`config.mk`:
```
export PLATFORM = sky130hd
export DESIGN_NAME = mmgn_ctrl
export DESIGN_NICKNAME = d
export VERILOG_FILES = /design/src/rtl/mmgn_pkg.sv /design/src/rtl/mmgn_ctrl.sv
export SDC_FILE = /design/constraint.sdc
export NUM_CORES = 1
export LEC_CHECK = 0
export ABC_AREA = 1
export BUFFER_PORTS_ARGS = -buffer_cell sky130_fd_sc_hd__buf_2
export CORE_AREA = 2 2 39 41
export DETAILED_ROUTE_END_ITERATION = 7
export DIE_AREA = 0 0 41 43
export PLACE_DENSITY = 0.36
export SKIP_LAST_GASP = 1
export SYNTH_ARGS = -nofsm -noshare
export SYNTH_HDL_FRONTEND = slang
export SYNTH_SLANG_ARGS = --single-unit
export TNS_END_PERCENT = 100
```
`constraint.sdc`:
```
create_clock -name clk -period 1.6 [get_ports clk]
set_clock_uncertainty 0.1 [all_clocks]
set_input_delay 0 -clock clk [delete_from_list [all_inputs] [get_ports clk]]
set_output_delay 0 -clock clk [all_outputs]
set_load 0.05 [all_outputs]
```
`src/rtl/mmgn_pkg.sv`:
```
// shared types and constants of the min-max gray normalizer
package mmgn_pkg;

	localparam int ELEV_W   = 16;
	localparam int GRAY_W   = 8;
	localparam int REG_W    = 13;
	localparam int EXP_W    = 2 * REG_W;

	localparam logic [1:0] OP_CLEAR = 2'd0;
	localparam logic [1:0] OP_LOAD  = 2'd1;
	localparam logic [1:0] OP_READ  = 2'd2;

	localparam logic [1:0] STAT_OK       = 2'd0;
	localparam logic [1:0] STAT_MISMATCH = 2'd1;
	localparam logic [1:0] STAT_EMPTY    = 2'd2;

	localparam logic REG_ROWS = 1'b0;
	localparam logic REG_COLS = 1'b1;

	typedef enum logic [1:0] {
		ST_IDLE,
		ST_CHECK,
		ST_DIVIDE,
		ST_PUSH
	} state_t;

	typedef struct packed {
		logic clear;
		logic load;
		logic rd_start;
		logic check;
		logic div_step;
		logic push;
	} cmd_t;

	typedef struct packed {
		logic skip;
		logic div_last;
		logic out_free;
	} sts_t;

endpackage

```
`src/rtl/mmgn_ctrl.sv`:
```
// controller state machine sequencing clear, load and read requests
module mmgn_ctrl (
	input  logic              clk,
	input  logic              arst_n,
	input  logic              s_tvalid,
	output logic              s_tready,
	input  logic [1:0]        op,
	input  mmgn_pkg::sts_t    sts,
	output mmgn_pkg::cmd_t    cmd
);
	import mmgn_pkg::*;

	state_t state_q;
	state_t state_next;
	logic   accept;

	assign accept = s_tvalid && (state_q == ST_IDLE);

	always_ff @(posedge clk or negedge arst_n) begin
		if (!arst_n) begin
			state_q <= ST_IDLE;
		end else begin
			state_q <= state_next;
		end
	end

	always_comb begin
		state_next = state_q;
		unique case (state_q)
			ST_IDLE: begin
				if (accept && op == OP_READ) state_next = ST_CHECK;
			end
			ST_CHECK: begin
				state_next = sts.skip ? ST_PUSH : ST_DIVIDE;
			end
			ST_DIVIDE: begin
				if (sts.div_last) state_next = ST_PUSH;
			end
			ST_PUSH: begin
				if (sts.out_free) state_next = ST_IDLE;
			end
			default: state_next = ST_IDLE;
		endcase
	end

	always_comb begin
		cmd      = '0;
		s_tready = 1'b0;
		unique case (state_q)
			ST_IDLE: begin
				s_tready     = 1'b1;
				cmd.clear    = accept && op == OP_CLEAR;
				cmd.load     = accept && op == OP_LOAD;
				cmd.rd_start = accept && op == OP_READ;
			end
			ST_CHECK: begin
				cmd.check = 1'b1;
			end
			ST_DIVIDE: begin
				cmd.div_step = 1'b1;
			end
			ST_PUSH: begin
				cmd.push = sts.out_free;
			end
			default: cmd = '0;
		endcase
	end

endmodule

```
==> flow_summary.ini <==
[timing]
final_max_slew_viol_count = 0
finalWorstSetupSlack_ps = 138.2
tightestPinTransition_ps = 250.4
rsz0062_at_grt = no
fin_setup_tns_ps = 0
period_minus_slack_ps = 1462
timing.fmax_mhz = 684.1
fin_crit_sh_pct = 91.36
hold_ws_ps = 68.36
setup_viol = 0
slew_headroom_pct = 83.42
hold_violations = 0

[critical_path]
worstPathRequired_ps = 1500
criticalPathCategory = reg -> out
worst-r2r-setup-slack_ps = 240
startpoint_type = flop
ff2ff_path_depth = 9
cp-startpoint = state_q[0]
reg2reg_from = state_q[0]
crit_fanout = 5
critPathCaptureType = primary output
critPathArrivalTime_ps = 1360
r2r_end = state_q[1]
endpoint = cmd[3]

[worst_hold_path]
worstHoldStart = sts[2]
hold_path.class = in -> reg

[synth]
yosys.area.top_type = dfrtp_1
synth_cells = 37
syn-num-nets = 49
yosys_warnings = 0
yosysTopAreaCellShare_pct = 21.05
synth_area_um2 = 237.7
ys_seq_elements = 2
ys_seq_area_share_pct = 21.05
synth_area_leaders = dfrtp_1 (21%), ha_1 (21%), nand2_1 (17%), inv_1 (13%), nand3_1 (8.4%)
synth_cell_types = 10
syn_avg_cell_area_um2 = 6.425

[outcome]
outcome = finished clean

[placement]
port_buffers = 14
place_inst = 67
gp_congestion = 0.5914
hpwl_um = 417.9
dp_slack_ps = 146.4

[global_routing]
grt_max_degree = 6
grt_remaining_overflow = 0
grt_pass1_wl_um = 841
antenna_found_initial = 0
grt_usage_pct = 7.538
grt_pass1_vias = 242

[power]
peakVddDrop_v = 0.0008325
seq_power_share_pct = 15.0
leakage_uw = 0.0002492
combinationalPowerShare_pct = 70.7
power_density_nw_per_um2 = 1927
switching_share_pct = 57.06
internal_power_uw = 334.3
p_switching_uw = 444.4
pwr-share-clk_pct = 14.3

[routing]
dr.first_iter.drc_count = 1
drt_pass1_iterations = 2
routedWlPerCell_um = 6.833
via_per_inst = 3.625
drc = 0
totalWireLength_um = 492
vias = 261
drtAntennaViolNets = 0

[clock_network]
worst_skew_pair.late_latency_ps = 220
cts.reportedPaths.clkPinSlew_ps = 30
cts_buffer_depth = 2
cts_tree = done
cts_buffers = 3
cts.sink_count = 2
cts-root-buf = clkbuf_4
cts-htree-levels = 1

[floorplan]
die_height_um = 43
initial_core_util_pct = 17.18
io_pins = 15
core_um2 = 1384
dieArea_um2 = 1763
die_w_um = 41
core.rowCount = 14

[layout]
drive_gt1_share_pct = 48.21
final_nets = 70
n_antenna_cell = 0
fin_cells = 72
top_register = state_q
mostFrequentLayoutCells = nand2_1 (11), buf_2 (11), inv_1 (7)
syn_to_final_growth_pct = 70.00
nFillCells = 155
largest_reg_flops = 2
top_regs = state_q x2

[run]
cap_violations = 0
[critical path, stage by stage, from the launching register on]
cell	delay [ps]
dfrtp_1	420
inv_2	110
ha_4	160
nand2_2	90
inv_2	60
nand2_2	60
inv_1	50
buf_4	180
[routing by layer]
layer | up-vias | track usage (%) | wire length (um)
li1 | 146 | - | -
met1 | 106 | 7.419 | 208
met2 | 9 | 10.63 | 239
met3 | 0 | 3.141 | 44
met4 | 0 | 8.000 | 0
met5 | - | 0 | 0
[power by group through the flow]
stage	Clock, uW	Sequential, uW	Combinational [uW]
4_1_cts	120	117	533
6_report	111	117	551
5_1_grt	128	124	618
2_1_floorplan	0	107	446
3_5_place_dp	0	118	527
3_3_place_gp	0	117	529
[per-stage QoR]
step	cell area (um2)	utilization, %	power, uW
floorplan	254.0	-	553.0
global placement	344.1	24.86	645.2
detailed placement	344.1	24.86	644.8
CTS	389.1	28.12	770.1
global route	404.1	29.20	869.4
finish	404.1	29.20	778.7
[synthesized netlist by cell type, drive strengths merged]
cell / instances
nand2: 14
ha: 4
nor2: 2
inv: 10
dfrtp: 2
nand3: 4
nor3: 1
[timing repair]
action | in CTS | in global routing
buffers inserted | 0 | 0
resized for setup | 1 | 4
endpoints found under the hold margin | 2 | 0
endpoints found under the setup margin | 1 | 3
gates cloned | 0 | 0
hold buffers | 2 | 0
[cell type report]
type	instances	area (um2)	area share (%)
Timing Repair Buffer	16	97.59	24.15
Multi-Input combinational cell	25	176.4	43.65
Tap cell	16	20.02	4.954
Inverter	10	37.54	9.288
Sequential cell	2	50.05	12.38
Clock buffer	3	22.52	5.573
[cells by family (layout without fill, tap and decap cells)]
family | after synthesis | count (layout) | synth area share [%]
adder cells (fa/ha/maj) | 4 | 4 | 21.05
buffers and inverters | 10 | 29 | 15.79
flip-flops | 2 | 2 | 21.05
AND/OR/NAND/NOR | 21 | 21 | 42.10
[worst min path at each step]
stage,endpoint,cells past startpoint
after global routing,state_q[0],5
after floorplan,state_q[0],0
final,state_q[0],5
after detailed placement,state_q[0],1
after global placement,state_q[0],1
after CTS,state_q[0],5
Note: power is estimated with default switching activity, not from simulation.
